## config.mk

```make
export PLATFORM = sky130hd
export DESIGN_NAME = cha_round
export DESIGN_NICKNAME = d
export VERILOG_FILES = /design/src/hw/rtl/cha_pkg.sv /design/src/hw/rtl/cha_round.sv
export SDC_FILE = /design/constraint.sdc
export NUM_CORES = 1
export LEC_CHECK = 0
export BUFFER_PORTS_ARGS = -buffer_cell sky130_fd_sc_hd__buf_2
export CAP_MARGIN = 20
export CORE_ASPECT_RATIO = 0.7
export CORE_UTILIZATION = 57
export DETAILED_ROUTE_END_ITERATION = 10
export GPL_ROUTABILITY_DRIVEN = 0
export PLACE_DENSITY_LB_ADDON = 0.25
export SLEW_MARGIN = 20
export SYNTH_ARGS = -nofsm -noshare
export SYNTH_HDL_FRONTEND = slang
export SYNTH_SLANG_ARGS = --single-unit
```

## constraint.sdc

```tcl
create_clock -name vclk -period 4.88
set_clock_uncertainty 0.2 [all_clocks]
set_input_delay 0.488 -clock vclk [all_inputs]
set_output_delay 0.488 -clock vclk [all_outputs]
set_load 0.05 [all_outputs]
```

## src/hw/rtl/cha_pkg.sv

```systemverilog
`timescale 1ns / 1ps
`default_nettype none

package cha_pkg;

    localparam int IN_W      = 16;
    localparam int OUT_W     = 16;
    localparam int CFG_W     = 16;
    localparam int CFG_IDX_W = 2;
    localparam int ACC_FRAC  = 32;
    localparam int VEC_SCALE = 40;
    localparam int VEC_W     = 60;
    localparam int ACC_W     = 36;
    localparam int DIFF_W    = 18;

    localparam logic [CFG_IDX_W-1:0] REG_X_LOW  = 2'd0;
    localparam logic [CFG_IDX_W-1:0] REG_X_HIGH = 2'd1;
    localparam logic [CFG_IDX_W-1:0] REG_Y_LOW  = 2'd2;
    localparam logic [CFG_IDX_W-1:0] REG_Y_HIGH = 2'd3;

    localparam logic [CFG_W-1:0] X_LOW_RESET  = 16'hFD51;
    localparam logic [CFG_W-1:0] X_HIGH_RESET = 16'hFEFC;
    localparam logic [CFG_W-1:0] Y_LOW_RESET  = 16'h0027;
    localparam logic [CFG_W-1:0] Y_HIGH_RESET = 16'h01B1;

    localparam logic [ACC_W-1:0] PI_ACC = 36'd13493037705;
    localparam logic [OUT_W-1:0] HEADING_MAX = 16'h7FFF;
    localparam logic [OUT_W-1:0] HEADING_MIN = 16'h8000;

    typedef struct packed {
        logic             valid;
        logic             zero;
        logic [VEC_W-1:0] x;
        logic [VEC_W-1:0] y;
        logic [ACC_W-1:0] z;
    } cha_cell_t;

    function automatic logic [ACC_W-1:0] atan_value(input int idx);
        logic [ACC_W-1:0] v;
        case (idx)
            0:       v = 36'd3373259426;
            1:       v = 36'd1991351318;
            2:       v = 36'd1052175346;
            3:       v = 36'd534100635;
            4:       v = 36'd268086748;
            5:       v = 36'd134174063;
            6:       v = 36'd67103403;
            7:       v = 36'd33553749;
            8:       v = 36'd16777131;
            9:       v = 36'd8388597;
            10:      v = 36'd4194303;
            11:      v = 36'd2097152;
            12:      v = 36'd1048576;
            13:      v = 36'd524288;
            14:      v = 36'd262144;
            15:      v = 36'd131072;
            16:      v = 36'd65536;
            17:      v = 36'd32768;
            18:      v = 36'd16384;
            19:      v = 36'd8192;
            20:      v = 36'd4096;
            21:      v = 36'd2048;
            22:      v = 36'd1024;
            23:      v = 36'd512;
            default: v = '0;
        endcase
        return v;
    endfunction

endpackage

`default_nettype wire

```

## src/hw/rtl/cha_round.sv

```systemverilog
`timescale 1ns / 1ps
`default_nettype none

module cha_round #(
    parameter int ANGLE_FRAC_BITS = 13
) (
    input  wire logic [cha_pkg::ACC_W-1:0] z,
    input  wire logic                      zero,
    output logic      [cha_pkg::OUT_W-1:0] heading
);
    import cha_pkg::*;

    localparam int               SHIFT = ACC_FRAC - ANGLE_FRAC_BITS;
    localparam logic [ACC_W-1:0] HALF  = ACC_W'(1) << (SHIFT - 1);

    logic             z_neg;
    logic [ACC_W-1:0] z_clamp;
    logic [ACC_W-1:0] mag;
    logic [ACC_W-1:0] rounded;

    assign z_neg = z[ACC_W-1];

    always_comb begin
        if (!z_neg && (z > PI_ACC)) begin
            z_clamp = PI_ACC;
        end else if (z_neg && ($signed(z) < $signed(-PI_ACC))) begin
            z_clamp = -PI_ACC;
        end else begin
            z_clamp = z;
        end
    end

    assign mag     = z_neg ? -z_clamp : z_clamp;
    assign rounded = (mag + HALF) >> SHIFT;

    always_comb begin
        if (zero) begin
            heading = '0;
        end else if (!z_neg) begin
            if (rounded > {{(ACC_W-OUT_W){1'b0}}, HEADING_MAX}) begin
                heading = HEADING_MAX;
            end else begin
                heading = rounded[OUT_W-1:0];
            end
        end else begin
            if (rounded > {{(ACC_W-OUT_W){1'b0}}, HEADING_MIN}) begin
                heading = HEADING_MIN;
            end else begin
                heading = -rounded[OUT_W-1:0];
            end
        end
    end

endmodule

`default_nettype wire

```

==> impl_metrics.env, run 1 <==
export IMPL_dieWidth_um=72.90
export IMPL_pwr_share_seq=0
export IMPL_hold_viol=0
export IMPL_routed_wl_mm=8.428
export IMPL_vias=3082
export IMPL_postRouteAntennaNets=0
export IMPL_grt_max_degree=32
export IMPL_ff_latch_area_um2=0
export IMPL_portBuffers=53
export IMPL_synth_fp_nets=341
export IMPL_syn_area_per_cell_um2=6.663
export IMPL_io_pins=53
export IMPL_final_core_util=0.8443
export IMPL_dp_cells=416
export IMPL_clkPwrFrac=0
export IMPL_grt_antenna_before_repair=0
export IMPL_whs_ns=1.305
export IMPL_ys_warn_count=0
export IMPL_combPwrFrac=1.000
export IMPL_coreArea_um2=3254
export IMPL_tightest_slew_ns=0.6981
export IMPL_hp_class="in -> out"
export IMPL_cts_hold_buf=0
export IMPL_fmax_mhz=198.3
export IMPL_powerDensity_nw_per_um2=129.8
export IMPL_num_rows=17
export IMPL_vias_per_cell=7.303
export IMPL_seq_cells=0
export IMPL_whs_path_depth=3
export IMPL_period_share=1.033
export IMPL_crit_slowest_cell="or4_4"
export IMPL_holdPathEnd="heading[14]"
export IMPL_min_delay_start="zero"
export IMPL_setup_viol=1
export IMPL_worstPathCellList="buf_2 > nor4_2 > nand2_1 > or4_4 > a21boi_4 > nor2_2 > nor2_1 > o22a_1 > ha_2 > buf_6 > xor2_2 > a211o_1 > a21o_1 > o31ai_2 > xnor2_1 > nor2_1 > clkbuf_4"
export IMPL_netlist_instances=301
export IMPL_outcome="finished, violations left"
export IMPL_ys_types=70
export IMPL_p_int_uw=128.1
export IMPL_post_dp_cell_area_um2=2514
export IMPL_critical_path_max_stage_delay_ns=0.57
export IMPL_ir_worst_vdd_mv=0.08161
export IMPL_min_period_ns=5.042
export IMPL_grt_pass1_vias=2433
export IMPL_drt_iter0_markers=605
export IMPL_grt_pass1_wl_mm=11.21
export IMPL_syn_area_um2=2006
export IMPL_maxCapViolations=0
export IMPL_path_class="in -> out"
export IMPL_n_antenna_cell=0
export IMPL_setup_ws_ns=-0.1620
export IMPL_slew_violations=0
export IMPL_yosysSeqAreaShare=0
export IMPL_arrival_ns=4.35
export IMPL_firstDrtPassIters=6
export IMPL_cp_required_ns=4.19
export IMPL_critPathMostFrequentCell="nor2_1"
export IMPL_dp_hpwl_mm=5.415
export IMPL_overflow=0
export IMPL_nClkBuffers=0
export IMPL_slew_limit_headroom=0.5226
export IMPL_initial_utilization=0.6163
export IMPL_drive_gt1_frac=0.3947
export IMPL_die_h_um=51.63
export IMPL_track_usage=0.3714
export IMPL_stdcell_area_um2=2748
export IMPL_die_area_um2=3764
export IMPL_place_ws_ns=0.01571
export IMPL_critPathCaptureType="primary output"
export IMPL_start_kind="input port"
export IMPL_leakagePower_uw=0.001027
export IMPL_final_nets=417
export IMPL_avgRoutedWirePerCell_um=19.97
export IMPL_syn_to_final_growth_pct=36.99
export IMPL_final_cells=422
export IMPL_power_switching_uw=228.6
export IMPL_crit_fanout=5
export IMPL_swShare=0.6408
export IMPL_drc_errors=0
export IMPL_failed_checks="setup timing"
==> how the worst max path moves through the flow <==
stage / end / depth (start not counted) / slack (ns) / start
3_3_place_gp: heading[12] / 18 / 0.12 / z[14]
4_1_cts: heading[12] / 18 / 0.01 / z[14]
3_5_place_dp: heading[12] / 18 / 0.02 / z[14]
2_1_floorplan: heading[10] / 16 / 0.04 / z[24]
5_1_grt: heading[11] / 15 / -0.31 / z[10]
6_report: heading[11] / 17 / -0.16 / z[25]
==> cells by family after synthesis <==
kind of cell | count (synthesis) | share of synthesized area
buf+inv | 24 | 0.04990
xor+xnor | 33 | 0.1441
fa+ha+maj | 3 | 0.01872
compound gates | 95 | 0.3550
simple gates | 145 | 0.4267
mux | 1 | 0.005614
==> through the flow <==
stage,total power (uW),setup TNS [ns]
5_1_grt,376.8,-1.178
3_5_place_dp,308.2,0
3_3_place_gp,301.8,0
4_1_cts,309.3,0
6_report,356.7,-0.1620
2_1_floorplan,218.9,0
==> worst max-delay path: cells and delay by family <==
family                     cells  cell delay [ns]
AOI/OAI and AO/OA              5             1.22
adders and majority gates      1             0.21
and+or+nand+nor                6             1.57
xor gates and xnor gates       2             0.32
buffers and inverters          3             0.56
==> per-layer routing <==
metal / part of all wire / up-vias / global-route usage
li1: - / 1321 / -
met1: 0.37 / 1397 / 0.5532
met2: 0.42 / 303 / 0.5763
met3: 0.16 / 61 / 0.02713
met4: 0.049 / 0 / 0.08497
met5: 0 / - / 0
==> cell usage in the layout, fill, tap and decap left out, types with 4 or more instances in the layout <==
cell type	count
buf_4	40
or2_2	6
or3_1	5
a21oi_1	7
nor4_2	6
nand2_1	20
nor3_1	15
nor4_4	5
a21o_1	6
nor4_1	5
nor3_2	4
nand3_1	10
a31oi_1	6
buf_2	46
o21ai_0	14
nor2_1	32
nand4_1	13
a211oi_1	7
xor2_1	9
inv_1	5
xnor2_1	22
o31ai_1	5
a311oi_1	4
nor2_2	4
==> Yosys cell counts (all sizes together) (2+ instances only) <==
| master | count | area share |
|---|---|---|
| a21boi | 4 | 0.017 |
| o21ai | 18 | 0.047 |
| or4 | 4 | 0.017 |
| a211oi | 8 | 0.030 |
| o21bai | 2 | 0.0075 |
| o31a | 2 | 0.0087 |
| o22a | 2 | 0.0087 |
| buf | 6 | 0.016 |
| o41ai | 3 | 0.017 |
| a22oi | 2 | 0.0075 |
| a311oi | 5 | 0.022 |
| a21oi | 8 | 0.020 |
| o31ai | 9 | 0.034 |
| xnor2 | 23 | 0.10 |
| a21o | 7 | 0.027 |
| nor2 | 36 | 0.069 |
| ha | 3 | 0.019 |
| nand4 | 13 | 0.041 |
| a31oi | 6 | 0.019 |
| nand3 | 11 | 0.030 |
| nor3 | 19 | 0.050 |
| clkbuf | 12 | 0.022 |
| nor4bb | 2 | 0.010 |
| or2 | 7 | 0.023 |
| inv | 5 | 0.0094 |
| and2 | 2 | 0.0062 |
| or3 | 6 | 0.021 |
| nor4 | 16 | 0.089 |
| o32ai | 2 | 0.012 |
| o211ai | 2 | 0.0075 |
| o211a | 2 | 0.010 |
| nand2 | 20 | 0.037 |
| and3 | 3 | 0.0094 |
| xor2 | 10 | 0.044 |
==> final cells by class <==
cell class         instances  area [um^2]
fillers                  210        506.7
repair buffers            92        586.8
multi-input cells        277         2079
inverters                  6        22.52
well taps                 47        58.81
==> power by group through the flow <==
stage | Clock [uW] | Sequential [uW] | Combinational [uW]
2_1_floorplan | 0 | 0 | 219
3_3_place_gp | 0 | 0 | 302
3_5_place_dp | 0 | 0 | 308
4_1_cts | 0 | 0 | 309
5_1_grt | 0 | 0 | 377
6_report | 0 | 0 | 357
==> timing repair <==
action / in CTS / in global routing
setup endpoints to repair: 0 / 14
setup buffers: 0 / 6
resized for setup: 0 / 49
No activity file was read; power rests on OpenSTA's default activity.
==> inputs of run 2 (changes only) <==
==> constraint.sdc (replaced) <==
create_clock -name vclk -period 5.35
set_clock_uncertainty 0.2 [all_clocks]
set_input_delay 0.535 -clock vclk [all_inputs]
set_output_delay 0.535 -clock vclk [all_outputs]
set_load 0.05 [all_outputs]
==> run 2 against run 1 <==
Compared with the run above:
- the run now ends clean
- via count down 15%
- wire length fell by 28%
- sequential share of layout area unchanged
- critical path type unchanged
- largest cell class unchanged
- largest power group unchanged
==> impl_metrics.env, run 2 (synthesized netlist as in run 1, its figures left out) <==
export IMPL_outcome="complete, no violations"
export IMPL_track_usage=0.3513
export IMPL_avgRoutedWirePerCell_um=15.47
export IMPL_worstPathCellList="buf_2 > or4_4 > nor4_4 > o32ai_2 > or2_4 > nor3_1 > nor2_1 > o22a_1 > ha_1 > xor2_1 > inv_1 > ha_1 > nand4_1 > o31ai_1 > nor2_1 > a21o_1 > buf_2"
export IMPL_drive_gt1_frac=0.2717
export IMPL_num_rows=17
export IMPL_place_ws_ns=0.2418
export IMPL_combPwrFrac=1.000
export IMPL_ir_worst_vdd_mv=0.06482
export IMPL_hold_viol=0
export IMPL_grt_max_degree=32
export IMPL_ff_latch_area_um2=0
export IMPL_grt_antenna_before_repair=0
export IMPL_initial_utilization=0.6163
export IMPL_hp_class="in -> out"
export IMPL_setup_ws_ns=0.2372
export IMPL_coreArea_um2=3254
export IMPL_slew_limit_headroom=0.4600
export IMPL_cts_hold_buf=0
export IMPL_grt_pass1_vias=2207
export IMPL_seq_cells=0
export IMPL_leakagePower_uw=0.0008468
export IMPL_portBuffers=53
export IMPL_power_switching_uw=179.3
export IMPL_stdcell_area_um2=2350
export IMPL_whs_ns=1.386
export IMPL_dp_hpwl_mm=5.007
export IMPL_critical_path_max_stage_delay_ns=0.59
export IMPL_crit_slowest_cell="or4_4"
export IMPL_drt_iter0_markers=244
export IMPL_final_nets=388
export IMPL_post_dp_cell_area_um2=2333
export IMPL_ctsResizeCount=0
export IMPL_period_share=0.9557
export IMPL_vias=2620
export IMPL_fmax_mhz=195.6
export IMPL_swShare=0.6648
export IMPL_nClkBuffers=0
export IMPL_vias_per_cell=6.667
export IMPL_nFillCells=302
export IMPL_slew_violations=0
export IMPL_overflow=0
export IMPL_dieWidth_um=72.90
export IMPL_grt_pass1_wl_mm=10.47
export IMPL_die_h_um=51.63
export IMPL_min_period_ns=5.113
export IMPL_powerDensity_nw_per_um2=114.8
export IMPL_mostFrequentLayoutCells="53 x buf_2, 35 x nor2_1, 23 x xnor2_1, 20 x nand2_1, 18 x nor3_1"
export IMPL_postRouteAntennaNets=0
export IMPL_firstDrtPassIters=5
export IMPL_path_class="in -> out"
export IMPL_io_pins=53
export IMPL_arrival_ns=4.38
export IMPL_clkPwrFrac=0
export IMPL_p_int_uw=90.40
export IMPL_die_area_um2=3764
export IMPL_routed_wl_mm=6.080
export IMPL_postCtsSetupBuffers=0
export IMPL_cp_required_ns=4.62
export IMPL_final_common_cell="buf_2"
export IMPL_pwr_share_seq=0
export IMPL_setup_viol=0
export IMPL_critPathCaptureType="primary output"
export IMPL_tightest_slew_ns=0.8016
export IMPL_drc_errors=0
export IMPL_start_kind="input port"
export IMPL_rsz0062_at_grt="true"
export IMPL_n_antenna_cell=0
export IMPL_crit_fanout=6
export IMPL_syn_to_final_growth_pct=17.16
export IMPL_maxCapViolations=0
==> run 2: worst paths after layout <==
kind / end / cells after the start / from
worst max-delay path: heading[12] / 17 / z[14]
worst min-delay path: heading[0] / 3 / zero
==> run 2: cell type report <==
type	count	area, um^2	area share
repair buffers	63	340.3	0.1448
inverters	6	22.52	0.009585
well taps	47	58.81	0.02503
multi-input cells	277	1928	0.8206
==> run 2: power by group through the flow <==
stage	Combinational (uW)	Sequential (uW)	Clock (uW)
after floorplan	199	0	0
after global placement	260	0	0
after detailed placement	264	0	0
after CTS	265	0	0
after global routing	295	0	0
final	270	0	0
==> run 2: through the flow <==
stage	std cells	util	setup TNS [ns]	total power, uW
after CTS	393	0.7170	0	265.1
after global placement	393	0.7170	0	260.1
after floorplan	301	-	0	198.7
final	393	0.7220	0	269.7
after detailed placement	393	0.7170	0	264.0
after global routing	393	0.7220	-0.1504	295.0
==> run 2: layer usage <==
| metal | track usage | up-vias | wire [um] |
|---|---|---|---|
| met4 | 0.02288 | 0 | 10 |
| met2 | 0.5483 | 124 | 2456 |
| li1 | - | 1272 | - |
| met5 | 0 | - | 0 |
| met3 | 0.05039 | 2 | 661 |
| met1 | 0.5266 | 1222 | 2951 |
==> run 2: critical path, delay by kind of cell <==
family	cells	cell delay, ns
AOI/OAI and AO/OA	4	0.93
xor gates and xnor gates	1	0.24
adders and majority gates	2	0.45
buffers and inverters	3	0.45
and+or+nand+nor	7	1.76
