<file path="src/hw/rtl/cha_pkg.sv">
`timescale 1ns / 1ps
`default_nettype none

package cha_pkg;

    localparam int IN_W      = 16;
    localparam int OUT_W     = 16;
    localparam int CFG_W     = 16;
    localparam int CFG_IDX_W = 2;
    localparam int ACC_FRAC  = 32;
    localparam int VEC_SCALE = 40;
    localparam int VEC_W     = 60;
    localparam int ACC_W     = 36;
    localparam int DIFF_W    = 18;

    localparam logic [CFG_IDX_W-1:0] REG_X_LOW  = 2'd0;
    localparam logic [CFG_IDX_W-1:0] REG_X_HIGH = 2'd1;
    localparam logic [CFG_IDX_W-1:0] REG_Y_LOW  = 2'd2;
    localparam logic [CFG_IDX_W-1:0] REG_Y_HIGH = 2'd3;

    localparam logic [CFG_W-1:0] X_LOW_RESET  = 16'hFD51;
    localparam logic [CFG_W-1:0] X_HIGH_RESET = 16'hFEFC;
    localparam logic [CFG_W-1:0] Y_LOW_RESET  = 16'h0027;
    localparam logic [CFG_W-1:0] Y_HIGH_RESET = 16'h01B1;

    localparam logic [ACC_W-1:0] PI_ACC = 36'd13493037705;
    localparam logic [OUT_W-1:0] HEADING_MAX = 16'h7FFF;
    localparam logic [OUT_W-1:0] HEADING_MIN = 16'h8000;

    typedef struct packed {
        logic             valid;
        logic             zero;
        logic [VEC_W-1:0] x;
        logic [VEC_W-1:0] y;
        logic [ACC_W-1:0] z;
    } cha_cell_t;

    function automatic logic [ACC_W-1:0] atan_value(input int idx);
        logic [ACC_W-1:0] v;
        case (idx)
            0:       v = 36'd3373259426;
            1:       v = 36'd1991351318;
            2:       v = 36'd1052175346;
            3:       v = 36'd534100635;
            4:       v = 36'd268086748;
            5:       v = 36'd134174063;
            6:       v = 36'd67103403;
            7:       v = 36'd33553749;
            8:       v = 36'd16777131;
            9:       v = 36'd8388597;
            10:      v = 36'd4194303;
            11:      v = 36'd2097152;
            12:      v = 36'd1048576;
            13:      v = 36'd524288;
            14:      v = 36'd262144;
            15:      v = 36'd131072;
            16:      v = 36'd65536;
            17:      v = 36'd32768;
            18:      v = 36'd16384;
            19:      v = 36'd8192;
            20:      v = 36'd4096;
            21:      v = 36'd2048;
            22:      v = 36'd1024;
            23:      v = 36'd512;
            default: v = '0;
        endcase
        return v;
    endfunction

endpackage

`default_nettype wire

</file>
<file path="src/hw/rtl/cha_cell.sv">
`timescale 1ns / 1ps
`default_nettype none

module cha_cell #(
    parameter int STAGE_IDX = 0
) (
    input  wire logic          aclk,
    input  wire logic          aresetn,
    input  wire logic          advance,
    input  wire cha_pkg::cha_cell_t cell_in,
    output cha_pkg::cha_cell_t cell_out
);
    import cha_pkg::*;

    localparam logic [ACC_W-1:0] ATAN_STEP = atan_value(STAGE_IDX);

    logic signed [VEC_W-1:0] x_in;
    logic signed [VEC_W-1:0] y_in;
    logic signed [VEC_W-1:0] x_sh;
    logic signed [VEC_W-1:0] y_sh;
    cha_cell_t               cell_next;
    cha_cell_t               cell_reg;

    assign x_in = cell_in.x;
    assign y_in = cell_in.y;
    assign x_sh = x_in >>> STAGE_IDX;
    assign y_sh = y_in >>> STAGE_IDX;

    always_comb begin
        cell_next.valid = cell_in.valid;
        cell_next.zero  = cell_in.zero;
        if (!y_in[VEC_W-1]) begin
            cell_next.x = x_in + y_sh;
            cell_next.y = y_in - x_sh;
            cell_next.z = cell_in.z + ATAN_STEP;
        end else begin
            cell_next.x = x_in - y_sh;
            cell_next.y = y_in + x_sh;
            cell_next.z = cell_in.z - ATAN_STEP;
        end
    end

    always_ff @(posedge aclk) begin
        if (!aresetn) begin
            cell_reg.valid <= 1'b0;
        end else if (advance) begin
            cell_reg <= cell_next;
        end
    end

    assign cell_out = cell_reg;

endmodule

`default_nettype wire

</file>
<file path="config.mk">
export PLATFORM = sky130hd
export DESIGN_NAME = cha_cell
export DESIGN_NICKNAME = d
export VERILOG_FILES = /design/src/hw/rtl/cha_pkg.sv /design/src/hw/rtl/cha_cell.sv
export SDC_FILE = /design/constraint.sdc
export NUM_CORES = 1
export LEC_CHECK = 0
export BUFFER_PORTS_ARGS = -buffer_cell sky130_fd_sc_hd__buf_2
export CORE_ASPECT_RATIO = 1.75
export CORE_UTILIZATION = 35
export CTS_CLUSTER_SIZE = 16
export DETAILED_ROUTE_END_ITERATION = 7
export SKIP_CTS_REPAIR_TIMING = 1
export SYNTH_ARGS = -nofsm -noshare
export SYNTH_HDL_FRONTEND = slang
export SYNTH_SLANG_ARGS = --single-unit
</file>
<file path="constraint.sdc">
create_clock -name aclk -period 5.3 [get_ports aclk]
set_input_delay 0.53 -clock aclk [delete_from_list [all_inputs] [get_ports aclk]]
set_output_delay 0.53 -clock aclk [all_outputs]
set_load 0.02 [all_outputs]
</file>
==> flow_summary.ini, run 1 <==
[setup_path]
r2r-end = cell_out[157]
start_kind = input pin
cp-end-kind = flip-flop
required_ns = 5.52
arrival_ns = 4.32
rr_startpoint = cell_out[157]
rrSetupSlack_ns = 4.70
cp_max_fo = 15
crit_type = in2reg
reg2reg_depth = 2

[cts]
clkTransAtPathRegs_ns = 0.07
htree_num_levels = 4
cts_root_buf = clkbuf_16
cts_sinks = 157
cts_buffer_depth = 2
worstSkewPairLatency_ns = 0.47
cts_tree = yes
cts-buffers-inserted = 17

[layout]
fin_util_pct = 41.03
stdcell_count = 3035
drive_gt1_share_pct = 17.70
largest_reg_flops = 157
syn2layout_area_growth_pct = 15.85
nNetsFinal = 2751

[synthesis]
synth_area_um2 = 17520
synthXorXnorAreaFrac_pct = 7.499
yosysUniqueCellTypes = 88
synth_ff_type = edfxtp_1
synthArstFlopShare_pct = 0
ys_seq_area_share_pct = 26.86
synth_top_family_by_area = compound AO/OA/AOI/OAI gates
synthSimpleGateAreaFrac_pct = 13.97
synth_edf_count = 156
syn_avg_cell_area_um2 = 8.366
synthAdderAreaFrac_pct = 16.60
yosys.area.top_type = edfxtp_1
synth_nets = 2485
postSynthCellCount = 2094
synth_compound_area_share_pct = 26.94
netlist_top_cells_area = edfxtp_1, ha_1, a21oi_1
synth_seq_cells = 157
synthMuxAreaShare_pct = 1.657
synth_top_area_share_pct = 26.74
ys_warn_count = 0

[route]
via_per_inst = 5.682
drtPass1Iterations = 8
wl_per_cell_um = 23.33
ant_nets = 0
drt-total-wl_mm = 70.79
drt_iter0_markers = 1274
drc_errors = 0
vias = 17250

[global_route]
grt_util_all_layers_pct = 27.42
grt_pass1_wl_mm = 104.3
grt_pass1_vias = 17670
grt_start_max_net_pins = 81
antenna_found_initial = 5
grt_overflow = 0

[placed_design]
dpl.hpwl_mm = 57.17
dp_cells = 3001
portBuffers = 318
routabilityCongestion = 0.9729

[floorplanning]
io_pins = 319
die_x_um = 171.1
start_util_pct = 35.42
core_um2 = 49460
fp.dieH_um = 298.0
dieArea_um2 = 50990
rows = 108

[power]
p_leak_nw = 8.853
power_density_nw_per_um2 = 253.3
vdd_drop_max_v = 0.0002208

[min_path]
hold_depth = 1
whs_endpoint = cell_out[0]
hold_path_class = in2reg
worstHoldStart = cell_in[0]

[timing]
setup_viol = 0
report.final.slew_viol_count = 0
clock.fmax_ghz = 0.2438
min_period_ns = 4.101
finalCritPeriodShare_pct = 77.39
maxSlewHeadroom_pct = 31.49
rsz0062_at_grt = no
fin_tns_setup_ns = 0
worst_pin_slew_ns = 1.018
hold-worst-slack_ns = 0.2303
finalHoldViolCount = 0
skew_ns = 0

[run]
max-cap-violations = 0

[outcome]
outcome = finished clean
## logic make-up after synthesis
kind of cell,count (synthesis)
AO/OA/AOI/OAI,733
XOR/XNOR,150
adder cells (fa/ha/maj),230
buffers and inverters,290
flip-flops,157
multiplexers,29
AND/OR/NAND/NOR,505
## stage by stage
| stage | cell area (µm²) | setup slack (ns) | total power, mW |
|---|---|---|---|
| 2_1_floorplan | 17520 | 0.6793 | 3.067 |
| 3_3_place_gp | 19700 | 0.7769 | 3.807 |
| 3_5_place_dp | 19700 | 0.7598 | 3.810 |
| 4_1_cts | 20290 | 1.260 | 5.146 |
| 5_1_grt | 20290 | 1.056 | 5.375 |
| 6_report | 20290 | 1.199 | 5.140 |
## cell usage in the layout, fill, tap and decap left out, types with 9 or more instances in the layout
| cell | synthesis | layout |
|---|---|---|
| a2111oi_0 | 9 | 9 |
| a211oi_1 | 13 | 13 |
| a21boi_0 | 10 | 10 |
| a21o_1 | 55 | 55 |
| a21oi_1 | 281 | 281 |
| a31oi_1 | 11 | 11 |
| buf_2 | 13 | 317 |
| buf_4 | 6 | 20 |
| clkbuf_16 | 0 | 17 |
| edfxtp_1 | 156 | 156 |
| ha_1 | 226 | 226 |
| inv_1 | 197 | 196 |
| mux2i_1 | 29 | 29 |
| nand2_1 | 129 | 129 |
| nand2b_1 | 25 | 25 |
| nand3_1 | 24 | 24 |
| nand4_1 | 35 | 35 |
| nor2_1 | 145 | 145 |
| nor2b_1 | 24 | 24 |
| nor3_1 | 45 | 45 |
| nor4_1 | 22 | 22 |
| o211ai_1 | 10 | 10 |
| o21a_1 | 20 | 20 |
| o21ai_0 | 130 | 130 |
| o21ai_1 | 13 | 13 |
| o21bai_1 | 51 | 51 |
| o31ai_1 | 26 | 26 |
| or2_2 | 9 | 9 |
| xnor2_1 | 129 | 129 |
| xor2_1 | 21 | 21 |
## routing by layer
layer	routed length (µm)	vias up	GRT usage, %	share of wire, %
li1	-	8101	-	-
met1	25070	8145	27.35	35
met2	36360	742	50.21	51
met3	4051	252	4.795	5.7
met4	5279	6	19.62	7.5
met5	38	-	0	0.054
## worst max-delay path by stage
stage / start / to / slack (ns) / cells past startpoint
detailed placement: cell_in[48] / cell_out[95] / 0.76 / 14
global placement: cell_in[48] / cell_out[95] / 0.78 / 14
finish: cell_in[52] / cell_out[92] / 1.20 / 13
floorplan: advance / cell_out[0] / 0.68 / 1
CTS: cell_in[48] / cell_out[95] / 1.26 / 14
global route: cell_in[52] / cell_out[92] / 1.06 / 13
## report_power, final
part	switching [mW]	internal [mW]	total, mW
Combinational	1.46	0.740	2.19
Sequential	0.0440	1.58	1.63
Clock	0.615	0.702	1.32
Total	2.11	3.03	5.14
## cells in the mapped netlist (26+ instances only)
cell	count
nor2_1	145
clkbuf_1	56
xnor2_1	129
nand2_1	129
nand4_1	35
a21o_1	55
a21oi_1	281
nor3_1	45
ha_1	226
mux2i_1	29
edfxtp_1	156
inv_1	197
o21bai_1	51
o21ai_0	130
o31ai_1	26
## layout make-up
type | instances | area (µm²)
Clock buffer | 17 | 425.4
Multi-Input combinational cell | 1647 | 11680
Fill cell | 5194 | 29160
Clock inverter | 15 | 163.9
Inverter | 200 | 752.0
Antenna cell | 2 | 5.005
Tap cell | 660 | 825.8
Timing Repair Buffer | 337 | 1737
Sequential cell | 157 | 4705
## critical path, cell delays in order
cell      delay [ns]
buf_2           0.13
inv_1           0.05
ha_1            0.65
nand4_1         0.27
nor3b_1         0.43
o31a_1          0.30
nor4b_1         0.12
o311ai_1        0.58
a21oi_1         0.27
o21a_1          0.31
nor3_1          0.36
o32ai_1         0.15
xnor2_1         0.16
Power figures use the tool's default switching activity.
==> inputs of run 2 (changes only) <==
==> constraint.sdc (replaced) <==
create_clock -name aclk -period 4.2 [get_ports aclk]
set_input_delay 0.42 -clock aclk [delete_from_list [all_inputs] [get_ports aclk]]
set_output_delay 0.42 -clock aclk [all_outputs]
set_load 0.02 [all_outputs]
==> run 2 against run 1 <==
- flip-flop and latch count did not move
- clock skew is the same
- non-clock buffer count increased by 100
- worst setup slack worse by 0.78 ns
- register-to-register slack got worse by 1.1 ns
- sequential share of layout area fell by 0.80 points
- combinational power is 33% higher
- largest power group unchanged
==> flow_summary.ini, run 2 (same netlist as run 1, synthesis figures left out) <==
[floorplanning]
dieArea_um2 = 50990
core_um2 = 49460
start_util_pct = 35.42
io_pins = 319
fp.dieH_um = 298.0
rows = 108
die_x_um = 171.1

[setup_path]
crit_type = in2reg
required_ns = 4.43
rr_startpoint = cell_out[157]
cp-end-kind = flip-flop
cp_max_fo = 6
arrival_ns = 4.02
rrSetupSlack_ns = 3.61
startpoint = cell_in[77]
start_kind = input pin

[timing]
finalHoldViolCount = 0
fin_tns_setup_ns = 0
setup_viol = 0
report.final.slew_viol_count = 0
rsz0062_at_grt = no
finalCritPeriodShare_pct = 90.14
skew_ns = 0
maxSlewHeadroom_pct = 32.40
clock.fmax_ghz = 0.2641
worst_pin_slew_ns = 1.012
min_period_ns = 3.786

[global_route]
antenna_found_initial = 5
grt_util_all_layers_pct = 27.91
grt_start_max_net_pins = 83
grt_pass1_vias = 18050
grt_pass1_wl_mm = 106.4
grt_overflow = 0

[power]
vdd_drop_max_v = 0.0002875
p_leak_nw = 9.318
power_density_nw_per_um2 = 310.1
finalPower_mw = 6.517

[route]
ant_nets = 0
via_per_inst = 5.647
drt_iter0_markers = 1294
drt-total-wl_mm = 71.62
dr.max_layer_used = met4
wl_met1_mm = 25.04
wl_met3_mm = 4.280
vias = 17730
drtPass1Iterations = 5
wl_per_cell_um = 22.82
wl_met2_mm = 36.60
drc_errors = 0

[cts]
clkTransAtPathRegs_ns = 0.08
htree_num_levels = 4
cts_root_buf = clkbuf_16
worstSkewPairLatency_ns = 0.47
cts_tree = yes
cts_buffer_depth = 2
cts_sinks = 157
cts-buffers-inserted = 17

[layout]
drive_gt1_share_pct = 21.03
most-common-layout-cells = buf_2, a21oi_1, ha_1, inv_1, edfxtp_1
nNetsFinal = 2851
final_common_cell = buf_2
largest_reg_flops = 157
fin_util_pct = 42.49
syn2layout_area_growth_pct = 19.97
design_area_um2 = 21020

[placed_design]
routabilityCongestion = 1.005
portBuffers = 318
place_area_um2 = 20460
dpl.hpwl_mm = 58.30

[run]
max-cap-violations = 0

[outcome]
outcome = finished clean

[min_path]
hold_path_class = in2reg
worstHoldStart = cell_in[156]
[run 2: power breakdown]
| group | total (mW) | internal (mW) | leakage, nW | switching, mW |
|---|---|---|---|---|
| clock | 1.54 | 0.767 | 0.258 | 0.776 |
| sequential | 2.06 | 2.00 | 1.47 | 0.0599 |
| combinational | 2.92 | 1.05 | 7.59 | 1.87 |
| total | 6.52 | 3.81 | 9.32 | 2.70 |
[run 2: worst paths after layout]
kind,to,cells past startpoint
max reg2reg,cell_out[157],2
max,cell_out[153],14
min reg2reg,cell_out[157],2
min,cell_out[156],1
[run 2: final cells by class]
cell class,instances,area [µm²]
fill,5118,28440
multi-input combinational,1647,11680
sequential,157,4705
timing repair buffer,437,2500
tap,660,825.8
inverter,200,752.0
clock buffer,18,429.2
clock inverter,14,108.9
antenna,6,15.01
[run 2: metal layers]
metal,GRT usage (%),up-vias
li1,-,8306
met1,27.97,8296
met2,50.41,868
met3,5.181,255
met4,20.75,0
met5,0,-
[run 2: worst max-delay path: stages]
cell and delay, ns:
buf_2 0.11, inv_1 0.06, ha_1 0.40, nor2_1 0.11, a2111oi_2 0.94, o21ai_0 0.36, a21boi_1 0.28, nor2_1 0.05
o21ai_0 0.17, a31oi_1 0.19, a221o_1 0.42, a21oi_1 0.20, o22ai_1 0.12, xnor2_1 0.17
[run 2: metrics by stage]
step,setup WS [ns],hold slack [ns],instances
after floorplan,0.04756,0.5189,2094
after global placement,-0.02974,0.5033,3101
after detailed placement,-0.02583,0.5266,3101
after CTS,0.4482,0.1070,3133
after global routing,0.1790,0.1113,3134
final,0.4139,0.1208,3139
==> inputs of run 3 (changes only) <==
--- a/config.mk
+++ b/config.mk
@@ -8,9 +8,12 @@
 export BUFFER_PORTS_ARGS = -buffer_cell sky130_fd_sc_hd__buf_2
 export CORE_ASPECT_RATIO = 1.75
 export CORE_UTILIZATION = 35
+export CTS_BUF_LIST = sky130_fd_sc_hd__clkbuf_8
 export CTS_CLUSTER_SIZE = 16
 export DETAILED_ROUTE_END_ITERATION = 7
+export GPL_TIMING_DRIVEN = 1
 export SKIP_CTS_REPAIR_TIMING = 1
 export SYNTH_ARGS = -nofsm -noshare
 export SYNTH_HDL_FRONTEND = slang
 export SYNTH_SLANG_ARGS = --single-unit
+export TNS_END_PERCENT = 1
==> run 3 against run 2 <==
- total power fell by 6.0%
- clock skew did not move
- worst setup slack improved by 0.026 ns
- combinational power barely moved
- count of clock-buffer cells in the layout fell by 1
- flip-flop and latch count did not move
- sequential share of layout area rose by 0.20 points
- non-clock buffer count did not move
==> flow_summary.ini, run 3 (same netlist as run 1, synthesis figures left out) <==
[setup_path]
rrSetupSlack_ns = 3.60
cp-end-kind = flip-flop
start_kind = input pin
cp_max_fo = 12
cp_cell_sequence = buf_2, inv_1, ha_1, inv_1, a21oi_1, o31ai_1, o311ai_1, nand3_1, a221oi_2, a21oi_1, a211oi_1, nor2_1, o31ai_1, xnor2_1
max_stage_delay_ns = 0.54
required_ns = 4.47
crit_type = in2reg
arrival_ns = 4.03
cpMaxStageDelayCell = ha_1

[timing]
layout_setup_ws_ns = 0.4403
min_period_ns = 3.760
setup_viol = 0
rsz0062_at_grt = no
hold-worst-slack_ns = 0.05699
worst_pin_slew_ns = 0.9399
maxSlewHeadroom_pct = 37.34
skew_ns = 0
finalHoldViolCount = 0
report.final.slew_viol_count = 0
finalCritPeriodShare_pct = 89.52
clock.fmax_ghz = 0.2660

[layout]
design_area_um2 = 20830
most-common-layout-cells = buf_2, a21oi_1, ha_1, inv_1, edfxtp_1
final_common_cell = buf_2
fillers = 5138
drive_gt1_share_pct = 21.03
nNetsFinal = 2851
largest_reg_flops = 157
syn2layout_area_growth_pct = 18.89
stdcell_count = 3140

[floorplanning]
dieArea_um2 = 50990
start_util_pct = 35.42
io_pins = 319
core_um2 = 49460
rows = 108
die_x_um = 171.1
fp.dieH_um = 298.0

[cts]
htree_num_levels = 4
clkTransAtPathRegs_ns = 0.11
cts_sinks = 157
cts_tree = yes
cts_root_buf = clkbuf_8
cts_buffer_depth = 2
cts-buffers-inserted = 17
worstSkewPairLatency_ns = 0.53

[min_path]
hold_path_class = in2reg

[power]
p_leak_nw = 9.235
vdd_drop_max_v = 0.0001843
power_density_nw_per_um2 = 294.3

[global_route]
grt_util_all_layers_pct = 27.89
grt_pass1_vias = 18080
grt_overflow = 0
grt_pass1_wl_mm = 106.4
antenna_found_initial = 6
grt_start_max_net_pins = 83

[placed_design]
dp_cells = 3101
portBuffers = 318
dpl.hpwl_mm = 58.30
routabilityCongestion = 1.005
dp_slack_ns = -0.02583
place_area_um2 = 20460

[run]
max-cap-violations = 0

[route]
wl_per_cell_um = 22.87
vias = 17750
drt_iter0_markers = 1391
drt-total-wl_mm = 71.82
drc_errors = 0
via_per_inst = 5.654
drtPass1Iterations = 6
ant_nets = 0

[outcome]
outcome = finished clean
-- run 3: power by group --
| group | total, mW | leakage, nW | internal (mW) | switching (mW) |
|---|---|---|---|---|
| combinational | 2.92 | 7.59 | 1.05 | 1.87 |
| sequential | 2.06 | 1.47 | 2.00 | 0.0599 |
| clock | 1.15 | 0.175 | 0.417 | 0.735 |
-- run 3: per-stage QoR --
stage | TNS [ns] | utilization, % | total power, mW
after floorplan | 0 | - | 3.865
after global placement | -0.04899 | 41.38 | 4.948
after detailed placement | -0.05085 | 41.38 | 4.952
after CTS | 0 | 42.08 | 6.132
after global routing | 0 | 42.09 | 6.424
final | 0 | 42.11 | 6.129
-- run 3: worst max-delay path: cells and delay by family --
family	cells	cell delay (ns)
compound gates	7	2.14
xor+xnor	1	0.11
fa+ha+maj	1	0.54
buf+inv	3	0.36
simple gates	2	0.45
-- run 3: layer usage --
layer,global-route usage [%],wire length [µm],vias up,part of all wire [%]
met2,50.59,36750,849,51
met1,28.08,25150,8357,35
met4,20.30,5509,2,7.7
met5,0,12,-,0.017
li1,-,-,8304,-
met3,4.942,4391,242,6.1
-- run 3: layout make-up --
cell class / count / area, µm² / area share, %
antenna: 7 / 17.52 / 0.08410
clock buffer: 17 / 234.0 / 1.123
sequential: 157 / 4705 / 22.59
timing repair buffer: 437 / 2500 / 12.00
inverter: 200 / 752.0 / 3.610
multi-input combinational: 1647 / 11680 / 56.09
tap: 660 / 825.8 / 3.965
clock inverter: 15 / 112.6 / 0.5407
-- run 3: final timing paths --
check | from | to | depth (start not counted)
min reg2reg | cell_out[157] | cell_out[157] | 2
max reg2reg | cell_out[157] | cell_out[157] | 2
min | cell_in[156] | cell_out[156] | 1
max | cell_in[48] | cell_out[155] | 14
