==> src/hw/rtl/cha_pkg.sv <==
`timescale 1ns / 1ps
`default_nettype none

package cha_pkg;

    localparam int IN_W      = 16;
    localparam int OUT_W     = 16;
    localparam int CFG_W     = 16;
    localparam int CFG_IDX_W = 2;
    localparam int ACC_FRAC  = 32;
    localparam int VEC_SCALE = 40;
    localparam int VEC_W     = 60;
    localparam int ACC_W     = 36;
    localparam int DIFF_W    = 18;

    localparam logic [CFG_IDX_W-1:0] REG_X_LOW  = 2'd0;
    localparam logic [CFG_IDX_W-1:0] REG_X_HIGH = 2'd1;
    localparam logic [CFG_IDX_W-1:0] REG_Y_LOW  = 2'd2;
    localparam logic [CFG_IDX_W-1:0] REG_Y_HIGH = 2'd3;

    localparam logic [CFG_W-1:0] X_LOW_RESET  = 16'hFD51;
    localparam logic [CFG_W-1:0] X_HIGH_RESET = 16'hFEFC;
    localparam logic [CFG_W-1:0] Y_LOW_RESET  = 16'h0027;
    localparam logic [CFG_W-1:0] Y_HIGH_RESET = 16'h01B1;

    localparam logic [ACC_W-1:0] PI_ACC = 36'd13493037705;
    localparam logic [OUT_W-1:0] HEADING_MAX = 16'h7FFF;
    localparam logic [OUT_W-1:0] HEADING_MIN = 16'h8000;

    typedef struct packed {
        logic             valid;
        logic             zero;
        logic [VEC_W-1:0] x;
        logic [VEC_W-1:0] y;
        logic [ACC_W-1:0] z;
    } cha_cell_t;

    function automatic logic [ACC_W-1:0] atan_value(input int idx);
        logic [ACC_W-1:0] v;
        case (idx)
            0:       v = 36'd3373259426;
            1:       v = 36'd1991351318;
            2:       v = 36'd1052175346;
            3:       v = 36'd534100635;
            4:       v = 36'd268086748;
            5:       v = 36'd134174063;
            6:       v = 36'd67103403;
            7:       v = 36'd33553749;
            8:       v = 36'd16777131;
            9:       v = 36'd8388597;
            10:      v = 36'd4194303;
            11:      v = 36'd2097152;
            12:      v = 36'd1048576;
            13:      v = 36'd524288;
            14:      v = 36'd262144;
            15:      v = 36'd131072;
            16:      v = 36'd65536;
            17:      v = 36'd32768;
            18:      v = 36'd16384;
            19:      v = 36'd8192;
            20:      v = 36'd4096;
            21:      v = 36'd2048;
            22:      v = 36'd1024;
            23:      v = 36'd512;
            default: v = '0;
        endcase
        return v;
    endfunction

endpackage

`default_nettype wire

==> src/hw/rtl/cha_front.sv <==
`timescale 1ns / 1ps
`default_nettype none

module cha_front (
    input  wire logic                    aclk,
    input  wire logic                    aresetn,
    input  wire logic                    advance,
    input  wire logic                    in_valid,
    input  wire logic [cha_pkg::IN_W-1:0]  x_sample,
    input  wire logic [cha_pkg::IN_W-1:0]  y_sample,
    input  wire logic [cha_pkg::CFG_W-1:0] x_low,
    input  wire logic [cha_pkg::CFG_W-1:0] x_high,
    input  wire logic [cha_pkg::CFG_W-1:0] y_low,
    input  wire logic [cha_pkg::CFG_W-1:0] y_high,
    output cha_pkg::cha_cell_t           cell_out
);
    import cha_pkg::*;

    logic signed [CFG_W:0]    x_sum;
    logic signed [CFG_W:0]    y_sum;
    logic signed [CFG_W:0]    x_off;
    logic signed [CFG_W:0]    y_off;
    logic signed [DIFF_W-1:0] dx;
    logic signed [DIFF_W-1:0] dy;
    logic signed [DIFF_W-1:0] vx;
    logic signed [DIFF_W-1:0] vy;
    logic                     dx_neg;
    logic                     dy_neg;
    cha_cell_t                cell_next;
    cha_cell_t                cell_reg;

    // Offsets are (high + low) / 2, truncated toward zero.
    assign x_sum = $signed({x_high[CFG_W-1], x_high}) + $signed({x_low[CFG_W-1], x_low});
    assign y_sum = $signed({y_high[CFG_W-1], y_high}) + $signed({y_low[CFG_W-1], y_low});
    assign x_off = (x_sum + $signed({{CFG_W{1'b0}}, x_sum[CFG_W]})) >>> 1;
    assign y_off = (y_sum + $signed({{CFG_W{1'b0}}, y_sum[CFG_W]})) >>> 1;

    assign dx = $signed({{(DIFF_W-IN_W){x_sample[IN_W-1]}}, x_sample})
              - $signed({{(DIFF_W-CFG_W-1){x_off[CFG_W]}}, x_off});
    assign dy = $signed({{(DIFF_W-IN_W){y_sample[IN_W-1]}}, y_sample})
              - $signed({{(DIFF_W-CFG_W-1){y_off[CFG_W]}}, y_off});

    assign dx_neg = dx[DIFF_W-1];
    assign dy_neg = dy[DIFF_W-1];
    assign vx     = dx_neg ? -dx : dx;
    assign vy     = dx_neg ? -dy : dy;

    always_comb begin
        cell_next.valid = in_valid;
        cell_next.zero  = (dx == '0) && (dy == '0);
        cell_next.x     = {{(VEC_W-DIFF_W-VEC_SCALE){vx[DIFF_W-1]}}, vx, {VEC_SCALE{1'b0}}};
        cell_next.y     = {{(VEC_W-DIFF_W-VEC_SCALE){vy[DIFF_W-1]}}, vy, {VEC_SCALE{1'b0}}};
        if (!dx_neg) begin
            cell_next.z = '0;
        end else if (dy_neg) begin
            cell_next.z = -PI_ACC;
        end else begin
            cell_next.z = PI_ACC;
        end
    end

    always_ff @(posedge aclk) begin
        if (!aresetn) begin
            cell_reg.valid <= 1'b0;
        end else if (advance) begin
            cell_reg <= cell_next;
        end
    end

    assign cell_out = cell_reg;

endmodule

`default_nettype wire

==> config.mk <==
export PLATFORM = sky130hd
export DESIGN_NAME = cha_front
export DESIGN_NICKNAME = d
export VERILOG_FILES = /design/src/hw/rtl/cha_pkg.sv /design/src/hw/rtl/cha_front.sv
export SDC_FILE = /design/constraint.sdc
export NUM_CORES = 1
export LEC_CHECK = 0
export ABC_AREA = 1
export ABC_CLOCK_PERIOD_IN_PS = 16079
export BUFFER_PORTS_ARGS = -buffer_cell sky130_fd_sc_hd__buf_4
export CAP_MARGIN = 5
export CORE_UTILIZATION = 40
export CTS_CLUSTER_SIZE = 10
export DETAILED_ROUTE_END_ITERATION = 16
export GPL_ROUTABILITY_DRIVEN = 0
export PLACE_DENSITY = 0.66
export SYNTH_ARGS = -nofsm -noshare
export SYNTH_HDL_FRONTEND = slang
export SYNTH_SLANG_ARGS = --single-unit
==> constraint.sdc <==
create_clock -name aclk -period 16.08 [get_ports aclk]
set_input_delay 3.216 -clock aclk [delete_from_list [all_inputs] [get_ports aclk]]
set_output_delay 3.216 -clock aclk [all_outputs]
set_load 0.02 [all_outputs]
==> impl_metrics.ini, run 1 <==
[timing]
fmax_mhz = 126
final.min_clock_period_ps = 7940
clock_skew_ps = 0
tns_ps = 0
worst_pin_slew_ps = 575
relSlewSlack_pct = 61.5
post-route-period-util_pct = 49.4
setup_viol = 0
drv_slew = 0
finalHoldViolCount = 0
rsz0062_at_grt = false

[route]
drtAntennaViolNets = 0
drt_wl_total_um = 17800
drtIter0Drc = 360
wl_met3_um = 927
wl_met2_um = 7970
wl_per_cell_um = 10.3
drc_errors = 0
viasPerCell = 4.51
wl_met1_um = 8710
dr.pass1.iters = 7
highest_layer = met4
vias = 7762

[min_path]
min_path_cells = 2
worstHoldPathType = flop to flop
min_to = cell_out[157]
hold_start = cell_out[157]

[clock_network]
numCtsBuffers = 5
cts_resized = 0
clock_sinks = 41
tritoncts = built
htreeDepth = 2
clk_root_buffer_cell = clkbuf_16
path_clk_slew_ps = 60
clock_latency_ps = 280
post_cts_buffers = 0
clockBufferDepth = 2
hold_buffers = 0

[critical_path]
slowest_stage = fa_1
critPathArrivalTime_ps = 7960
timing.rr.start = cell_out[157]
reg2reg_depth = 2
required_ps = 16100
cp_slowest_stage_delay_ps = 390
worstReg2RegEnd = cell_out[157]
cp-start-kind = input pin
cpMostUsedCell = nand2_1
reg2reg_slack_ps = 15440
end_kind = flop
path_class = input pin to flop
critPathMaxFanout = 5

[placement]
hpwl_um = 15700
dp_cells = 1714
port-buffer-count = 177

[synth]
synth_cell_type_count = 37
syn_area_um2 = 7860
synth-seq-cells = 41
netlist_instances = 1317
syn_area_per_cell_um2 = 5.97
yosys_warnings = 0
yosysSeqAreaShare_pct = 15.5

[grt]
grt_overflow = 0
grt_pass1_vias = 6631
grt.total_usage_pct = 17.3
antenna_found_initial = 0
grt_max_degree = 41
grt_pass1_wl_um = 29200

[final_layout]
largest_reg_flops = 41
syn2layout_area_growth_pct = 15.5
layout-drive-gt1-share_pct = 14.8
fin_cells = 1722
diodes = 0
fill_cells = 2066
finalNetCount = 1635

[power_and_ir_drop]
netSwitchingFraction_pct = 48.9
pwr-share-seq_pct = 19.4
intPower_mw = 0.453
power_switching_mw = 0.433
pwr-share-clk_pct = 12.4
p_comb_share_pct = 68.2
p_leak_nw = 5.22
ir_worst_vdd_uv = 42.1
p_per_area_nw_per_um2 = 97.6

[floorplanning]
core_area_um2 = 19000
die-area_um2 = 20200
initial_core_util_pct = 41.5
die_w_um = 142
die_h_um = 142
core.rowCount = 50
io_pins = 258

[flow_run]
maxCapViolCount = 0

[outcome]
status = completed
-- how the worst max path moves through the flow --
stage,cells after the start,endpoint,startpoint
2_1_floorplan,34,cell_out[152],x_low[0]
3_3_place_gp,35,cell_out[152],x_low[0]
3_5_place_dp,36,cell_out[152],x_low[0]
4_1_cts,36,cell_out[152],x_low[0]
5_1_grt,37,cell_out[90],x_low[0]
6_report,36,cell_out[152],x_low[0]
-- metal layers --
metal  track usage, %  up-vias
li1                 -     4226
met1             24.0     3296
met2             29.5      232
met3             1.01        8
met4             3.68        0
met5                0        -
-- layout by cell type (no fill, tap or decap), types with 5 or more instances in the layout --
| master | instances |
|---|---|
| ha_1 | 70 |
| conb_1 | 81 |
| nand2_1 | 468 |
| nand2_2 | 12 |
| and2_1 | 6 |
| xnor2_1 | 13 |
| buf_4 | 178 |
| nand3_1 | 109 |
| inv_1 | 197 |
| clkbuf_16 | 5 |
| edfxtp_1 | 40 |
| o21ai_0 | 16 |
| nand4_1 | 20 |
| nand3b_1 | 11 |
| xor2_1 | 28 |
| a21oi_1 | 43 |
| o21bai_1 | 5 |
| nor3_1 | 10 |
| nor2_1 | 112 |
-- synth_stat cells (all sizes together) --
master / count / area [um^2]
nand2: 480 / 1830
inv: 199 / 747
buf: 121 / 910
nor2: 119 / 479
nand3: 113 / 586
ha: 70 / 876
a21oi: 44 / 224
edfxtp: 40 / 1200
xor2: 30 / 278
nand4: 20 / 125
o21ai: 19 / 95.1
xnor2: 14 / 130
nand3b: 11 / 82.6
nor3: 10 / 50.1
and2: 6 / 37.5
o21bai: 5 / 37.5
fa: 4 / 80.1
or2: 3 / 18.8
o31a: 2 / 17.5
a211oi: 1 / 7.51
a31oi: 1 / 6.26
clkinv: 1 / 3.75
conb: 1 / 3.75
dfxtp: 1 / 20.0
nor2b: 1 / 6.26
o22ai: 1 / 6.26
-- power by group through the flow --
stage	registers (mW)	logic, mW	clock network, mW
final	0.172	0.604	0.110
after global routing	0.175	0.683	0.116
after CTS	0.173	0.604	0.111
after detailed placement	0.175	0.602	0
after global placement	0.174	0.594	0
after floorplan	0.204	0.447	0
-- kinds of logic after synthesis --
| kind of cell | Yosys count | share of synthesized area, % |
|---|---|---|
| AND/OR/NAND/NOR | 763 | 40.9 |
| buffers and inverters | 321 | 21.1 |
| adder cells (fa/ha/maj) | 74 | 12.2 |
| AO/OA/AOI/OAI | 73 | 5.01 |
| XOR/XNOR | 44 | 5.19 |
| flip-flops | 41 | 15.5 |
| other | 1 | 0.0477 |
-- cell type report --
class / instances / area (um^2) / area share (%)
multi-input combinational: 1035 / 5280 / 58.2
timing repair buffer: 178 / 1340 / 14.7
tap: 260 / 325 / 3.58
inverter: 200 / 751 / 8.27
clock buffer: 6 / 129 / 1.42
clock inverter: 2 / 35.0 / 0.386
sequential: 41 / 1220 / 13.5
-- worst max-delay path: cells and delay by family --
family                   cells  cell delay [ps]
AO/OA/AOI/OAI                2              450
adder cells (fa/ha/maj)      5             1380
buffers and inverters        7              510
AND/OR/NAND/NOR             22             2400
-- per-stage QoR --
stage / instance area, um^2 / total power [mW] / hold WS, ps / utilization (%) / worst slack (ps)
6_report: 9080 / 0.886 / 556 / 47.9 / 8140
2_1_floorplan: 8160 / 0.651 / 606 / - / 8590
5_1_grt: 9080 / 0.975 / 589 / 47.9 / 7540
3_3_place_gp: 8910 / 0.768 / 527 / 47.0 / 7940
4_1_cts: 9080 / 0.888 / 545 / 47.9 / 8120
3_5_place_dp: 8910 / 0.777 / 527 / 47.0 / 7850
Power figures use the tool's default switching activity.
==> run 2, diff against run 1 <==
--- a/config.mk
+++ b/config.mk
@@ -6,7 +6,7 @@
 export NUM_CORES = 1
 export LEC_CHECK = 0
 export ABC_AREA = 1
-export ABC_CLOCK_PERIOD_IN_PS = 16079
+export ABC_CLOCK_PERIOD_IN_PS = 8200
 export BUFFER_PORTS_ARGS = -buffer_cell sky130_fd_sc_hd__buf_4
 export CAP_MARGIN = 5
 export CORE_UTILIZATION = 40
==> constraint.sdc (replaced) <==
create_clock -name aclk -period 8.2 [get_ports aclk]
set_input_delay 1.64 -clock aclk [delete_from_list [all_inputs] [get_ports aclk]]
set_output_delay 1.64 -clock aclk [all_outputs]
set_load 0.02 [all_outputs]
==> run 2 against run 1 <==
Net effect:
- first-iteration DRC count shrank 1.7%
- worst setup slack lost 6300 ps
- critical path type unchanged
- power grew 97%
- die area is the same
- worst hold slack lost 0.86 ps
- register-to-register slack lost 7900 ps
- clock-buffer cell count is the same
- sequential power grew 96%
- utilization is essentially flat
- wire length grew 1.4%
- largest power group unchanged
==> impl_metrics.ini, run 2 (same netlist as run 1, synthesis figures left out) <==
[outcome]
status = completed

[final_layout]
final_cell_mix = 468 x nand2_1, 197 x inv_1, 178 x buf_4
layout-drive-gt1-share_pct = 14.8
finalNetCount = 1635
register_area_um2 = 1220
fill_cells = 2054
final_common_cell = nand2_1
diodes = 0
largest_reg_flops = 41
multiInputGateArea_um2 = 5280
syn2layout_area_growth_pct = 15.5

[floorplanning]
die_w_um = 142
die-area_um2 = 20200
core.rowCount = 50
die_h_um = 142
initial_core_util_pct = 41.5
io_pins = 258
core_area_um2 = 19000

[grt]
grt_pass1_wl_um = 29500
grt_pass1_vias = 6724
grt_max_degree = 41
antenna_found_initial = 0
grt_overflow = 0
grt.total_usage_pct = 17.5

[clock_network]
clockBufferDepth = 2
path_clk_slew_ps = 60
clk_root_buffer_cell = clkbuf_16
clock_sinks = 41
tritoncts = built
numCtsBuffers = 5
hold_buffers = 0
cts_resized = 0
clock_latency_ps = 280
post_cts_buffers = 0
htreeDepth = 2

[critical_path]
reg2reg_slack_ps = 7560
critPathArrivalTime_ps = 6380
cp.buffers_inverters = 5
worstReg2RegEnd = cell_out[157]
end_kind = flop
required_ps = 8240
path_class = input pin to flop
slowest_stage = nand2_2
cp_slowest_stage_delay_ps = 430
timing.rr.start = cell_out[157]
crit_family = simple AND/OR/NAND/NOR gates
reg2reg_depth = 2
critPathMaxFanout = 31
cpMostUsedCell = nand2_1
cp-start-kind = input pin
crit_start = x_low[0]

[route]
dr.pass1.iters = 5
drtAntennaViolNets = 0
drc_errors = 0
drtIter0Drc = 354
viasPerCell = 4.53
highest_layer = met4
vias = 7809
wl_met3_um = 927
wl_met1_um = 8740
wl_per_cell_um = 10.5
drt_wl_total_um = 18000
wl_met2_um = 8140

[timing]
clock_skew_ps = 0
setup_viol = 0
relSlewSlack_pct = 62.0
rsz0062_at_grt = false
post-route-period-util_pct = 77.3
tns_ps = 0
final.min_clock_period_ps = 6340
finalHoldViolCount = 0
drv_slew = 0
fmax_mhz = 158
worst_pin_slew_ps = 567

[power_and_ir_drop]
p_leak_nw = 5.22
total_power_mw = 1.74
ir_worst_vdd_uv = 104
p_per_area_nw_per_um2 = 192

[min_path]
min_to = cell_out[157]
hold_start = cell_out[157]
worstHoldPathType = flop to flop
min_path_cells = 2

[flow_run]
maxCapViolCount = 0

[placement]
port-buffer-count = 177
hpwl_um = 15900
## run 2: cell types whose count changed in the layout (fill, tap and decap cells not counted)
cell,change
clkinv_2,-1
clkinv_4,+1
## run 2: cell type report
| type | count | area share [%] |
|---|---|---|
| clock buffer | 6 | 1.42 |
| clock inverter | 2 | 0.427 |
| inverter | 200 | 8.27 |
| multi-input combinational | 1035 | 58.1 |
| sequential | 41 | 13.4 |
| tap | 260 | 3.58 |
| timing repair buffer | 178 | 14.7 |
## run 2: power breakdown
part           switching, mW  internal, mW
combinational          0.760         0.428
clock                 0.0747         0.144
sequential            0.0190         0.318
total                  0.854         0.890
## run 2: worst max path at each step
stage	to	slack, ps	cells after the start
6_report	cell_out[90]	1860	37
5_1_grt	cell_out[90]	1190	37
4_1_cts	cell_out[90]	1820	37
3_5_place_dp	cell_out[90]	1520	37
3_3_place_gp	cell_out[152]	1630	35
2_1_floorplan	cell_out[152]	2280	34
## run 2: tightest hold or removal path, cell delays in order, from the launching register on
cell and delay, ps:
dfxtp_1 320, o21ai_0 90, a21oi_1 100
## run 2: metal layers
metal	global-route usage, %	up-vias
met5	0	-
met4	3.74	0
met3	0.942	14
met2	30.1	252
met1	24.1	3320
li1	-	4223
## run 2: stage by stage
stage | instance area [um^2] | hold WS [ps] | util [%] | cells | setup slack, ps
5_1_grt | 9080 | 618 | 47.9 | 1722 | 1190
2_1_floorplan | 8160 | 606 | - | 1397 | 2280
4_1_cts | 9080 | 561 | 47.9 | 1722 | 1820
3_5_place_dp | 8910 | 544 | 47.0 | 1714 | 1520
3_3_place_gp | 8910 | 528 | 47.0 | 1714 | 1630
6_report | 9080 | 555 | 47.9 | 1722 | 1860
==> run 3, diff against run 2 <==
--- a/config.mk
+++ b/config.mk
@@ -5,15 +5,15 @@
 export SDC_FILE = /design/constraint.sdc
 export NUM_CORES = 1
 export LEC_CHECK = 0
-export ABC_AREA = 1
-export ABC_CLOCK_PERIOD_IN_PS = 8200
+export ABC_AREA = 0
+export ABC_CLOCK_PERIOD_IN_PS = 6600
 export BUFFER_PORTS_ARGS = -buffer_cell sky130_fd_sc_hd__buf_4
 export CAP_MARGIN = 5
 export CORE_UTILIZATION = 40
 export CTS_CLUSTER_SIZE = 10
 export DETAILED_ROUTE_END_ITERATION = 16
 export GPL_ROUTABILITY_DRIVEN = 0
-export PLACE_DENSITY = 0.66
+export PLACE_DENSITY = 0.67
 export SYNTH_ARGS = -nofsm -noshare
 export SYNTH_HDL_FRONTEND = slang
 export SYNTH_SLANG_ARGS = --single-unit
==> constraint.sdc (replaced) <==
create_clock -name aclk -period 6.6 [get_ports aclk]
set_input_delay 1.32 -clock aclk [delete_from_list [all_inputs] [get_ports aclk]]
set_output_delay 1.32 -clock aclk [all_outputs]
set_load 0.02 [all_outputs]
==> run 3 against run 2 <==
Net effect:
- sequential share of layout area increased by 1.2 points
- worst hold slack got worse by 35 ps
- clock-buffer cell count unchanged
- worst setup slack got worse by 1500 ps
- wire length decreased by 15%
- critical path depth decreased by 13
- power increased by 22%
- sequential power increased by 26%
- cell count decreased by 28%
==> impl_metrics.ini, run 3 <==
[outcome]
status = completed

[critical_path]
cp-start-kind = input pin
cpMostUsedCell = ha_1
timing.rr.start = cell_out[157]
crit_chain = buf_4, ha_1, inv_1, fa_1, nor2b_2, o31a_1, o31a_1, o2bb2ai_1, a31oi_1, ha_1, and3_2, nand2b_1, xnor2_1, ha_1, o21a_1, nand2_1, o311a_2, a21oi_2, xor2_2, or4_4, nor4_2, ha_1, nor2_1, a21oi_1
crit_start = y_low[0]
end_kind = flop
cp.buffers_inverters = 2
slowest_stage = or4_4
reg2reg_slack_ps = 6020
critPathMaxFanout = 5
cp_slowest_stage_delay_ps = 530
critPathArrivalTime_ps = 6290
crit_family = compound AO/OA/AOI/OAI gates
path_class = input pin to flop
required_ps = 6630

[timing]
fin_ws_ps = 341
final.min_clock_period_ps = 6260
rsz0062_at_grt = false
relSlewSlack_pct = 41.2
worst_pin_slew_ps = 883
finalHoldViolCount = 0
post-route-period-util_pct = 94.8
tns_ps = 0
clock_skew_ps = 0
drv_slew = 0
fmax_mhz = 160
setup_viol = 0

[clock_network]
clk_root_buffer_cell = clkbuf_16
numCtsBuffers = 5
clockBufferDepth = 2
tritoncts = built
clock_sinks = 41
clock_latency_ps = 280
post_cts_buffers = 0
htreeDepth = 2
cts_resized = 0
path_clk_slew_ps = 60
hold_buffers = 0

[floorplanning]
io_pins = 258
die-area_um2 = 17700
initial_core_util_pct = 41.2
core.rowCount = 47
core_area_um2 = 16700
die_h_um = 133
die_w_um = 133

[synth]
synth-seq-cells = 41
yosysSeqAreaShare_pct = 17.7
synth-edff-count = 40
synth_cell_type_count = 80
yosys-top-cells-count = 117 x buf_4, 70 x ha_1, 69 x xnor2_1
yosysMostFrequentCell = buf_4
yosys.area.top_type = edfxtp_1
yosys_warnings = 0
synth_area_leaders = edfxtp_1 17%, buf_4 13%, ha_1 13%
ys_async_sr_fraction_pct = 0
syn_area_um2 = 6880
ys.flop_type = edfxtp_1
netlist_instances = 834
syn_area_per_cell_um2 = 8.25
synth_top_area_share_pct = 17.4

[min_path]
hold_start = cell_out[157]
worstHoldPathType = flop to flop

[final_layout]
largest_reg_flops = 41
final_common_cell = buf_4
fill_cells = 1678
finalNetCount = 1187
syn2layout_area_growth_pct = 21.2
layout-drive-gt1-share_pct = 27.1
final_area_um2 = 8340
multiInputGateArea_um2 = 4880
final_cell_mix = 224 x buf_4, 81 x conb_1, 70 x ha_1
register_area_um2 = 1220
diodes = 0

[route]
drtAntennaViolNets = 0
drtIter0Drc = 273
drt_wl_total_um = 15400
wl_per_cell_um = 12.4
dr.pass1.iters = 4
viasPerCell = 4.88
drc_errors = 0
vias = 6021

[placement]
port-buffer-count = 177
place_area_um2 = 8180
place_ws_ps = -93.7
hpwl_um = 13300

[grt]
use_met3_pct = 2.44
grt_overflow = 0
grt.total_usage_pct = 16.7
grt_pass1_vias = 5352
grtUsageMet2_pct = 29.5
grt_pass1_wl_um = 24700
grt_max_degree = 41
met1_usage_pct = 21.5
antenna_found_initial = 0
busiest_layer = met2

[power_and_ir_drop]
p_per_area_nw_per_um2 = 256
p_leak_nw = 3.78
ir_worst_vdd_uv = 151

[flow_run]
maxCapViolCount = 0
==> run 3: metrics by stage <==
stage / hold slack, ps / total power [mW] / util (%) / std cells
floorplan: 589 / 1.53 / - / 914
global placement: 502 / 1.88 / 49.0 / 1226
detailed placement: 509 / 1.90 / 49.0 / 1226
CTS: 527 / 2.14 / 49.8 / 1234
global route: 557 / 2.31 / 49.9 / 1234
finish: 520 / 2.13 / 49.9 / 1234
==> run 3: kinds of logic (layout without fill, tap and decap cells) <==
group                      count (synthesis)  after routing  share of synthesized area [%]
xor gates and xnor gates                  95             95                           12.2
other                                      1             81                         0.0545
AOI/OAI and AO/OA                        206            206                           20.9
adders and majority gates                 74             74                           13.9
buffers and inverters                    168            268                           16.0
muxes                                      3              3                          0.454
DFF                                       41             41                           17.7
and+or+nand+nor                          246            246                           18.8
==> run 3: worst paths after layout <==
check / to / depth (start not counted)
max: cell_out[92] / 24
min: cell_out[157] / 2
max reg2reg: cell_out[157] / 2
min reg2reg: cell_out[157] / 2
==> run 3: where the power goes <==
group	switching (mW)	internal, mW
logic	0.815	0.655
registers	0.0230	0.403
clock network	0.0977	0.140
==> run 3: layout make-up <==
cell class	count	area share, %
multi-input cells	705	58.6
repair buffers	224	20.2
flip-flops and latches	41	14.6
well taps	220	3.30
inverters	36	1.62
clock buffers	6	1.54
clock inverters	2	0.180
==> run 3: tightest hold or removal path: cells and delay by family (launching register included) <==
| family | cells | cell delay (ps) |
|---|---|---|
| multiplexers | 1 | 60 |
| flip-flops | 1 | 330 |
| AND/OR/NAND/NOR | 1 | 90 |
==> run 3: layer usage <==
layer  vias to the layer above  wire length, um
li1                       3177                -
met1                      2664             7160
met2                       172             7200
met3                         8              850
met4                         0              138
met5                         -                0
